<file path="src/sv/wlh_pkg.sv">
package wlh_pkg;

	// Histogram shape
	localparam int MAX_LEN     = 10;
	localparam int COUNT_WIDTH = 16;
	localparam int NUM_BINS    = MAX_LEN + 1;
	localparam int BIN_W       = $clog2(NUM_BINS);
	// Word length saturates at MAX_LEN+1
	localparam int LEN_W       = $clog2(MAX_LEN + 2);

	// Stream payload layout
	localparam int BYTE_W  = 8;
	localparam int IDX_W   = 4;
	localparam int FIELD_W = IDX_W + 2 * COUNT_WIDTH;
	localparam int DATA_W  = ((FIELD_W + 7) / 8) * 8;
	localparam int PAD_W   = DATA_W - FIELD_W;

	localparam logic [COUNT_WIDTH-1:0] COUNT_MAX = '1;

	// Word separators
	localparam logic [BYTE_W-1:0] CH_SPACE   = 8'h20;
	localparam logic [BYTE_W-1:0] CH_NEWLINE = 8'h0A;
	localparam logic [BYTE_W-1:0] CH_TAB     = 8'h09;

	// Input kind carried in tuser
	localparam logic MODE_TEXT = 1'b0;
	localparam logic MODE_EOT  = 1'b1;

	// Controller to datapath
	typedef struct packed {
		logic accept_text;
		logic accept_eot;
		logic load_out;
		logic clear;
	} wlh_cmd_t;

	// Datapath to controller
	typedef struct packed {
		logic rd_last;
	} wlh_sts_t;

endpackage

</file>
<file path="src/sv/wlh_ctrl.sv">
module wlh_ctrl
	import wlh_pkg::*;
(
	input  logic     clk,
	input  logic     arst_n,
	input  logic     s_tvalid,
	input  logic     s_tuser,
	output logic     s_tready,
	input  logic     m_tready,
	output logic     m_tvalid,
	input  wlh_sts_t sts,
	output wlh_cmd_t cmd
);

	typedef enum logic [1:0] {
		ST_IDLE = 2'b01,
		ST_READ = 2'b10
	} wlh_state_t;

	wlh_state_t state_q;
	logic       out_valid_q;
	logic       out_free;

	assign out_free = !out_valid_q || m_tready;

	// Command decode
	always_comb begin
		s_tready        = 1'b0;
		cmd.accept_text = 1'b0;
		cmd.accept_eot  = 1'b0;
		cmd.load_out    = 1'b0;
		cmd.clear       = 1'b0;
		case (state_q)
			ST_IDLE: begin
				s_tready        = 1'b1;
				cmd.accept_text = s_tvalid && (s_tuser == MODE_TEXT);
				cmd.accept_eot  = s_tvalid && (s_tuser == MODE_EOT);
			end
			ST_READ: begin
				cmd.load_out = out_free;
				cmd.clear    = out_free && sts.rd_last;
			end
			default: begin
				s_tready = 1'b0;
			end
		endcase
	end

	// State register
	always_ff @(posedge clk or negedge arst_n) begin
		if (!arst_n) begin
			state_q <= ST_IDLE;
		end else begin
			case (state_q)
				ST_IDLE: begin
					if (cmd.accept_eot) state_q <= ST_READ;
				end
				ST_READ: begin
					if (cmd.clear) state_q <= ST_IDLE;
				end
				default: begin
					state_q <= ST_IDLE;
				end
			endcase
		end
	end

	// Output beat valid
	always_ff @(posedge clk or negedge arst_n) begin
		if (!arst_n) begin
			out_valid_q <= 1'b0;
		end else if (cmd.load_out) begin
			out_valid_q <= 1'b1;
		end else if (m_tready) begin
			out_valid_q <= 1'b0;
		end
	end

	assign m_tvalid = out_valid_q;

endmodule

</file>
<file path="src/sv/wlh_datapath.sv">
module wlh_datapath
	import wlh_pkg::*;
(
	input  logic              clk,
	input  logic              arst_n,
	input  logic [BYTE_W-1:0] s_tdata,
	input  wlh_cmd_t          cmd,
	output wlh_sts_t          sts,
	output logic [DATA_W-1:0] m_tdata,
	output logic              m_tlast
);

	logic                   inside_q;
	logic [LEN_W-1:0]       len_q;
	logic [COUNT_WIDTH-1:0] cnt_q [NUM_BINS];
	logic [COUNT_WIDTH-1:0] peak_q;
	logic [BIN_W-1:0]       rd_idx_q;

	logic [IDX_W-1:0]       out_idx_q;
	logic [COUNT_WIDTH-1:0] out_cnt_q;
	logic [COUNT_WIDTH-1:0] out_peak_q;
	logic                   out_last_q;

	logic                   is_sep;
	logic                   close_word;
	logic                   do_count;
	logic [BIN_W-1:0]       bin_sel;
	logic [NUM_BINS-1:0]    bin_hit;
	logic [NUM_BINS-1:0]    peak_hit;

	assign is_sep = (s_tdata == CH_SPACE) || (s_tdata == CH_NEWLINE) || (s_tdata == CH_TAB);
	assign close_word = cmd.accept_eot || (cmd.accept_text && is_sep);
	assign do_count = close_word && inside_q;

	// Bin for the finished word; long words go to overflow
	assign bin_sel = (len_q <= LEN_W'(MAX_LEN)) ? BIN_W'(len_q - LEN_W'(1)) : BIN_W'(MAX_LEN);

	// Counts only step by one and never exceed the peak, so the peak
	// moves exactly when the bumped bin sat at the peak below saturation.
	always_comb begin
		for (int i = 0; i < NUM_BINS; i++) begin
			bin_hit[i]  = do_count && (bin_sel == BIN_W'(i)) && (cnt_q[i] != COUNT_MAX);
			peak_hit[i] = bin_hit[i] && (cnt_q[i] == peak_q);
		end
	end

	// Word tracking
	always_ff @(posedge clk or negedge arst_n) begin
		if (!arst_n) begin
			inside_q <= 1'b0;
			len_q    <= '0;
		end else if (close_word || cmd.clear) begin
			inside_q <= 1'b0;
			len_q    <= '0;
		end else if (cmd.accept_text) begin
			inside_q <= 1'b1;
			if (len_q < LEN_W'(MAX_LEN + 1)) len_q <= len_q + LEN_W'(1);
		end
	end

	// Bin counters and running peak
	always_ff @(posedge clk or negedge arst_n) begin
		if (!arst_n) begin
			for (int i = 0; i < NUM_BINS; i++) cnt_q[i] <= '0;
			peak_q <= '0;
		end else if (cmd.clear) begin
			for (int i = 0; i < NUM_BINS; i++) cnt_q[i] <= '0;
			peak_q <= '0;
		end else begin
			for (int i = 0; i < NUM_BINS; i++) begin
				if (bin_hit[i]) cnt_q[i] <= cnt_q[i] + COUNT_WIDTH'(1);
			end
			if (|peak_hit) peak_q <= peak_q + COUNT_WIDTH'(1);
		end
	end

	// Readout pointer
	always_ff @(posedge clk or negedge arst_n) begin
		if (!arst_n) begin
			rd_idx_q <= '0;
		end else if (cmd.clear) begin
			rd_idx_q <= '0;
		end else if (cmd.load_out) begin
			rd_idx_q <= rd_idx_q + BIN_W'(1);
		end
	end

	assign sts.rd_last = (rd_idx_q == BIN_W'(MAX_LEN));

	// Output beat register
	always_ff @(posedge clk) begin
		if (cmd.load_out) begin
			out_idx_q  <= IDX_W'(rd_idx_q);
			out_cnt_q  <= cnt_q[rd_idx_q];
			out_peak_q <= peak_q;
			out_last_q <= sts.rd_last;
		end
	end

	assign m_tdata = {{PAD_W{1'b0}}, out_peak_q, out_cnt_q, out_idx_q};
	assign m_tlast = out_last_q;

endmodule

</file>
<file path="src/sv/word_length_histogram_core.sv">
// Word length histogram core.
// Slave stream: one beat per text byte, tdata = text byte, tuser = mode
// (0 text byte, 1 end of text). Text bytes are taken one per cycle while
// no readout runs and produce no output. Space, newline and tab end a word.
// End of text closes any pending word and starts a readout of all bins on
// the master stream: one beat per bin, bins 0 up to the overflow bin, with
// tlast on the overflow bin. Each beat carries the bin count and the peak.
// After the end-of-text beat is accepted the controller enters its read
// state, and each bin beat is registered from there once the output is
// free; the readout then moves one bin per cycle while the receiver
// takes beats. s_tready is low while the readout pointer steps through
// the bins, and input is taken again once the last bin has been loaded.
// A stalled master beat holds; readout resumes when m_tready returns.
// The histogram and word state are cleared as the last bin is loaded, so
// new text is taken while that last beat still waits at the output.
// Reset (arst_n low) clears all counts, the peak and the word state.
module word_length_histogram_core
	import wlh_pkg::*;
(
	input  logic              clk,
	input  logic              arst_n,
	input  logic              s_tvalid,
	output logic              s_tready,
	input  logic [BYTE_W-1:0] s_tdata,   // [7:0] text_byte
	input  logic              s_tuser,   // [0] mode
	output logic              m_tvalid,
	input  logic              m_tready,
	// [3:0] bin_index, [19:4] bin_count, [35:20] peak_count, rest zero
	output logic [DATA_W-1:0] m_tdata,
	output logic              m_tlast
);

	wlh_cmd_t cmd;
	wlh_sts_t sts;

	wlh_ctrl u_ctrl (
		.clk      (clk),
		.arst_n   (arst_n),
		.s_tvalid (s_tvalid),
		.s_tuser  (s_tuser),
		.s_tready (s_tready),
		.m_tready (m_tready),
		.m_tvalid (m_tvalid),
		.sts      (sts),
		.cmd      (cmd)
	);

	wlh_datapath u_datapath (
		.clk     (clk),
		.arst_n  (arst_n),
		.s_tdata (s_tdata),
		.cmd     (cmd),
		.sts     (sts),
		.m_tdata (m_tdata),
		.m_tlast (m_tlast)
	);

endmodule

</file>
<file path="config.mk">
export PLATFORM = sky130hd
export DESIGN_NAME = word_length_histogram_core
export DESIGN_NICKNAME = d
export VERILOG_FILES = /design/src/sv/wlh_pkg.sv /design/src/sv/wlh_ctrl.sv /design/src/sv/wlh_datapath.sv /design/src/sv/word_length_histogram_core.sv
export SDC_FILE = /design/constraint.sdc
export NUM_CORES = 1
export LEC_CHECK = 0
export BUFFER_PORTS_ARGS = -buffer_cell sky130_fd_sc_hd__buf_2
export CELL_PAD_IN_SITES_DETAIL_PLACEMENT = 1
export CELL_PAD_IN_SITES_GLOBAL_PLACEMENT = 1
export CORE_ASPECT_RATIO = 1.75
export CORE_MARGIN = 2
export CORE_UTILIZATION = 30
export DETAILED_ROUTE_END_ITERATION = 7
export PLACE_DENSITY = 0.59
export SYNTH_ARGS = -nofsm -noshare
export SYNTH_HDL_FRONTEND = slang
export SYNTH_SLANG_ARGS = --single-unit
</file>
<file path="constraint.sdc">
create_clock -name clk -period 3.9 [get_ports clk]
set_clock_uncertainty 0.15 [all_clocks]
set_input_delay 0 -clock clk [delete_from_list [all_inputs] [get_ports clk]]
set_output_delay 0 -clock clk [all_outputs]
set_load 0.05 [all_outputs]
</file>
# == After elaboration in Yosys (flattened, before gate mapping) ==
# Cells that the tools add are included.
# Widths: inputs -> output; s select.
# word_totals
input_bits,13
reg_bits,241
# op_classes
bitwise,2
n_reduce_logical,64
mux,33
order_cmp,3
n_eq_ne,40
addsub,15
# op_table
operator,count
$mux 16,15
$add 16x1->16 const B,12
$eq 16x16->1,11
$mux 176,1
$ne 16x16->1 const B,11
$bmux 16 s4,1
$logic_and 1x1->1,38
$reduce_bool 2->1,16
$mux 4,6
$eq 4x3->1 const B,4
$eq 4x4->1 const B,4
$eq 8x4->1 const B,2
$reduce_or 11->1,1
$add 4x1->4 const B,2
$eq 4x2->1 const B,2
$eq 8x6->1 const B,1
$mux 2,4
$ge 5x5->1 const B,1
$logic_or 1x1->1,5
$mux 1,5
$not 4->5,1
$eq 4x1->1 const B,1
$le 4x4->1 const B,1
$logic_not 4->1,1
other kinds (9),11

# == Depth between registers and ports, before layout ==
# logic_depth
depth_word,12
ltp_mapped,12

# == Cells and area by module ==
# Synthesis repeated with hierarchy kept, for this count alone.
# hier_totals
cells_unflattened,1669
hier_area_um2,15571.2
# modules_own_cells
mod,cells_per_inst,seq_area_each_um2,n_inst,area_each_um2
wlh_datapath,1654,6140.9,1,15411.0
wlh_ctrl,15,76.3,1,160.2

# == Worst setup path before layout ==
# No wires, ideal clock.
# synth_timing
path_kind,reg2reg
from,register u_ctrl.out_valid_q (netlist: u_ctrl.m_tvalid)
to,register u_datapath.cnt_q[128] in the netlist's numbering
path_stages_with_launch,9
path_slack_ps,440
synth_period_minus_slack_ps,3460
arrival_time_ps,3178
t_required_ps,3618
setup_ps,132
path_cell_list,dfrtp_1 nand2b_1 nor2b_1 clkbuf_1 and2_0 buf_2 clkbuf_1 buf_1 nor2_1
# synth_via
elab_chain_len,5
# synth_rtl
item,line_no,text
start: declaration,wlh_ctrl.sv:21,logic out_valid_q;
start signal: assignment,wlh_ctrl.sv:71,out_valid_q <= 1'b0;
start signal: assignment,wlh_ctrl.sv:73,out_valid_q <= 1'b1;
start signal: assignment,wlh_ctrl.sv:75,out_valid_q <= 1'b0;
$logic_not 1->1 (*),wlh_ctrl.sv:24,assign out_free = !out_valid_q || m_tready;
$logic_or 1x1->1 (*),wlh_ctrl.sv:24,
$logic_and 1x1->1 (*),wlh_ctrl.sv:41,cmd.clear = out_free && sts.rd_last;
$mux 2 (*),wlh_ctrl.sv:33,case (state_q)
$mux 176 / $reduce_bool 2->1 (equally long branches),n/a,
end signal: indexed assignment,wlh_datapath.sv:71,if (bin_hit[i]) cnt_q[i] <= cnt_q[i] + COUNT_WIDTH'(1);
end: declaration,wlh_datapath.sv:15,logic [COUNT_WIDTH-1:0] cnt_q [NUM_BINS];
# Mark *: on every way between the ends. The rest lies on a longest branch, timed or not.
# A chain may end at the register's enable or synchronous reset.

# == Final worst setup path ==
# layout_timing
from,register u_datapath.peak_q[12]
to,register u_datapath.peak_q[5]
# layout_via
elab_chain_len,4
# layout_rtl
item,line_no,text
start: declaration,wlh_datapath.sv:16,logic [COUNT_WIDTH-1:0] peak_q;
start signal: assignment,wlh_datapath.sv:73,if (|peak_hit) peak_q <= peak_q + COUNT_WIDTH'(1);
$eq 16x16->1,wlh_datapath.sv:43,peak_hit[i] = bin_hit[i] && (cnt_q[i] == peak_q);
$logic_and 1x1->1,wlh_datapath.sv:43,
$reduce_or 11->1 (*),wlh_datapath.sv:73,
$reduce_bool 2->1 (no source line) (*),n/a,
# Marks and branches as above.

==> results.json <==
{
  "cp-end-kind": "flip-flop",
  "grt_pass1_wl_um": 83800,
  "powerDensity_mw_per_mm2": 449,
  "antenna_cells": 0,
  "synth-seq-cells": 241,
  "ys_top_cells_by_area": "dfrtp_1 (34%), xnor2_1 (11%), edfxtp_1 (7.3%), xor2_1 (6.5%), nor2_1 (4.9%)",
  "cts_buffer_depth": 3,
  "hold_ws_ns": 0.0782,
  "core_sq_mm": 0.0497,
  "drt_pass1_iterations": 5,
  "fillerInstances": 5796,
  "grt-ovfl-total": 0,
  "cts_root_buf": "clkbuf_16",
  "cts_buffers": 26,
  "grt_setup_unrepaired": "no",
  "antenna_found_initial": 0,
  "async_flop_share_pct": 84.6,
  "cts.repair.resized": 0,
  "grt_max_degree": 87,
  "port_buffers": 51,
  "viasPerCell": 5.40,
  "r2r_end": "u_datapath.peak_q[5]",
  "yosys.area.top_type": "dfrtp_1",
  "placed_area_sq_mm": 0.0163,
  "grt_util_all_layers_pct": 21.0,
  "power_leakage_nw": 7.09,
  "io_pins": 56,
  "die_h_um": 301,
  "drt_iter0_markers": 582,
  "cp-start-kind": "flip-flop",
  "synthToLayoutAreaGrowth_pct": 14.5,
  "cts_setup_buffers": 0,
  "synth_most_common_cell": "dfrtp_1",
  "clkSinkCount": 241,
  "drc": 0,
  "min_path_type": "input pin to flip-flop",
  "initial_core_util_pct": 30.4,
  "htreeDepth": 1,
  "crit_fanout": 18,
  "synth_top_area_share_pct": 33.6,
  "tightest_slew_ns": 1.05,
  "syn-cell-area_sq_mm": 0.0151,
  "num-nets-final": 1692,
  "final_area_sq_mm": 0.0173,
  "crit_type": "flip-flop to flip-flop",
  "worstReg2RegStart": "u_datapath.peak_q[12]",
  "finalMaxSlewViolations": 0,
  "layout_min_cycle_time_ns": 3.44,
  "vias": 12600,
  "antenna_left": 0,
  "cp.arrival_ns": 3.75,
  "post-route-util_pct": 34.8,
  "startpoint": "u_datapath.peak_q[12]",
  "yosysWarnings": 0,
  "cap_violations": 0,
  "fin_crit_sh_pct": 88.1,
  "chipWidth_um": 174,
  "synthDistinctLibCells": 69,
  "cts_tree": "built",
  "synthTopCellsByCount": "dfrtp_1 (203), nor2_1 (199), xnor2_1 (193), nand2_1 (131), xor2_1 (113)",
  "routed_wl_um": 54500,
  "die-area_sq_mm": 0.0523,
  "drive_gt1_share_pct": 13.1,
  "syn-instance-count": 1614,
  "hpwl_um": 40800,
  "synth-seq-area-share_pct": 41.1,
  "finalPower_w": 0.00778,
  "setup_viol": 0,
  "peakVddDrop_v": 0.000303,
  "clk_pin_slew_ns": 0.07,
  "cp.required_ns": 4.21,
  "tns_ns": 0,
  "wl_per_cell_um": 23.3,
  "status": "finished clean",
  "rrSetupSlack_ns": 0.46,
  "slew_headroom_pct": 30.1,
  "worstSetupEndpoint": "u_datapath.peak_q[5]",
  "clkLatencyLatePin_ns": 0.57,
  "grt_pass1_vias": 13400,
  "gp_congestion": 0.943,
  "syn_area_per_cell_sq_um": 9.38,
  "std_cell_rows": 108,
  "synth_edf_count": 37,
  "rr_worst_depth": 9,
  "fmax_mhz": 291,
  "synth_ff_type": "dfrtp_1",
  "hold_viol_final": 0
}
-- layer usage --
| metal | track usage (%) | vias up | part of all wire, % |
|---|---|---|---|
| met1 | 23.0 | 6409 | 37 |
| li1 | - | 5725 | - |
| met4 | 13.7 | 0 | 7.4 |
| met2 | 38.5 | 339 | 52 |
| met3 | 2.14 | 169 | 3.6 |
| met5 | 0 | - | 0 |
-- final cells by class --
cell class,instances,area [sq um],area share [%]
Inverter,28,105,0.607
Multi-Input combinational cell,1233,8330,48.1
Sequential cell,241,6220,35.9
Clock buffer,35,726,4.19
Timing Repair Buffer,132,951,5.49
Clock inverter,13,166,0.961
Tap cell,660,826,4.77
-- cells in the final DEF (no fill, tap or decap), drive strengths merged, types with 3 or more instances in the layout --
cell type,n
nand4b,3
o41ai,3
nand2,131
and2,7
or4,3
and3b,3
clkinv,4
mux2i,26
a31oi,3
or3,42
nor2b,5
o211ai,18
xor2,113
a21oi,39
xnor2,193
inv,32
conb,4
dfrtp,203
nor3,31
o2111ai,3
edfxtp,37
nand2b,3
mux4,32
dlygate4sd3,8
nand3,68
nand4,90
ha,17
a21o,3
and4,12
and3,24
or2,3
nor4,33
buf,124
o21ai,100
nor2,200
clkbuf,35
bufinv,3
-- worst min path at each step --
stage | startpoint | end | cells after the start
floorplan | arst_n | u_ctrl.m_tvalid | 0
global placement | arst_n | u_datapath.cnt_q[76] | 1
detailed placement | arst_n | u_datapath.cnt_q[76] | 1
CTS | s_tdata[7] | u_datapath.cnt_q[65] | 6
global route | s_tdata[4] | u_datapath.cnt_q[97] | 6
finish | s_tdata[7] | u_datapath.cnt_q[65] | 6
-- kinds of logic after synthesis --
| family | Yosys count | share of synthesized area (%) |
|---|---|---|
| compound gates | 184 | 7.04 |
| xor+xnor | 306 | 17.7 |
| fa+ha+maj | 17 | 1.41 |
| buf+inv | 143 | 4.03 |
| flops | 241 | 41.1 |
| mux | 59 | 6.58 |
| other cells | 1 | 0.0248 |
| simple gates | 663 | 22.1 |
-- worst max-delay path: stages, from the launching register on --
cell	delay (ns)
dfrtp_1	0.98
xnor2_1	0.21
nand4_1	0.11
nor4_1	0.83
nand4_1	0.17
o211ai_1	0.20
nor4_4	0.07
buf_4	0.22
a21o_1	0.17
a22o_1	0.22
-- timing repair --
action / in CTS / in global routing
hold buffers: 9 / 0
endpoints found under the hold margin: 126 / 0
setup endpoints to repair: 0 / 0
-- flip-flops by register name (all words and copies together) (netlist names) --
signal / count
u_ctrl.m_tvalid: 1
u_ctrl.state_q: 2
u_datapath.cnt_q: 176
u_datapath.inside_q: 1
u_datapath.len_q: 4
u_datapath.m_tlast: 1
u_datapath.out_cnt_q: 16
u_datapath.out_idx_q: 4
u_datapath.out_peak_q: 16
u_datapath.peak_q: 16
u_datapath.rd_idx_q: 4
-- stage by stage --
| stage | setup slack, ns | std cells |
|---|---|---|
| CTS | 0.511 | 2342 |
| floorplan | 0.440 | 1617 |
| global route | 0.200 | 2342 |
| finish | 0.463 | 2342 |
| detailed placement | 0.530 | 2285 |
| global placement | 0.621 | 2285 |
-- power by group --
part           switching (W)  internal [W]
Clock                0.00114       0.00152
Combinational        0.00134      0.000799
Sequential          0.000261       0.00272
Total                0.00274       0.00504
Power figures use the tool's default switching activity.
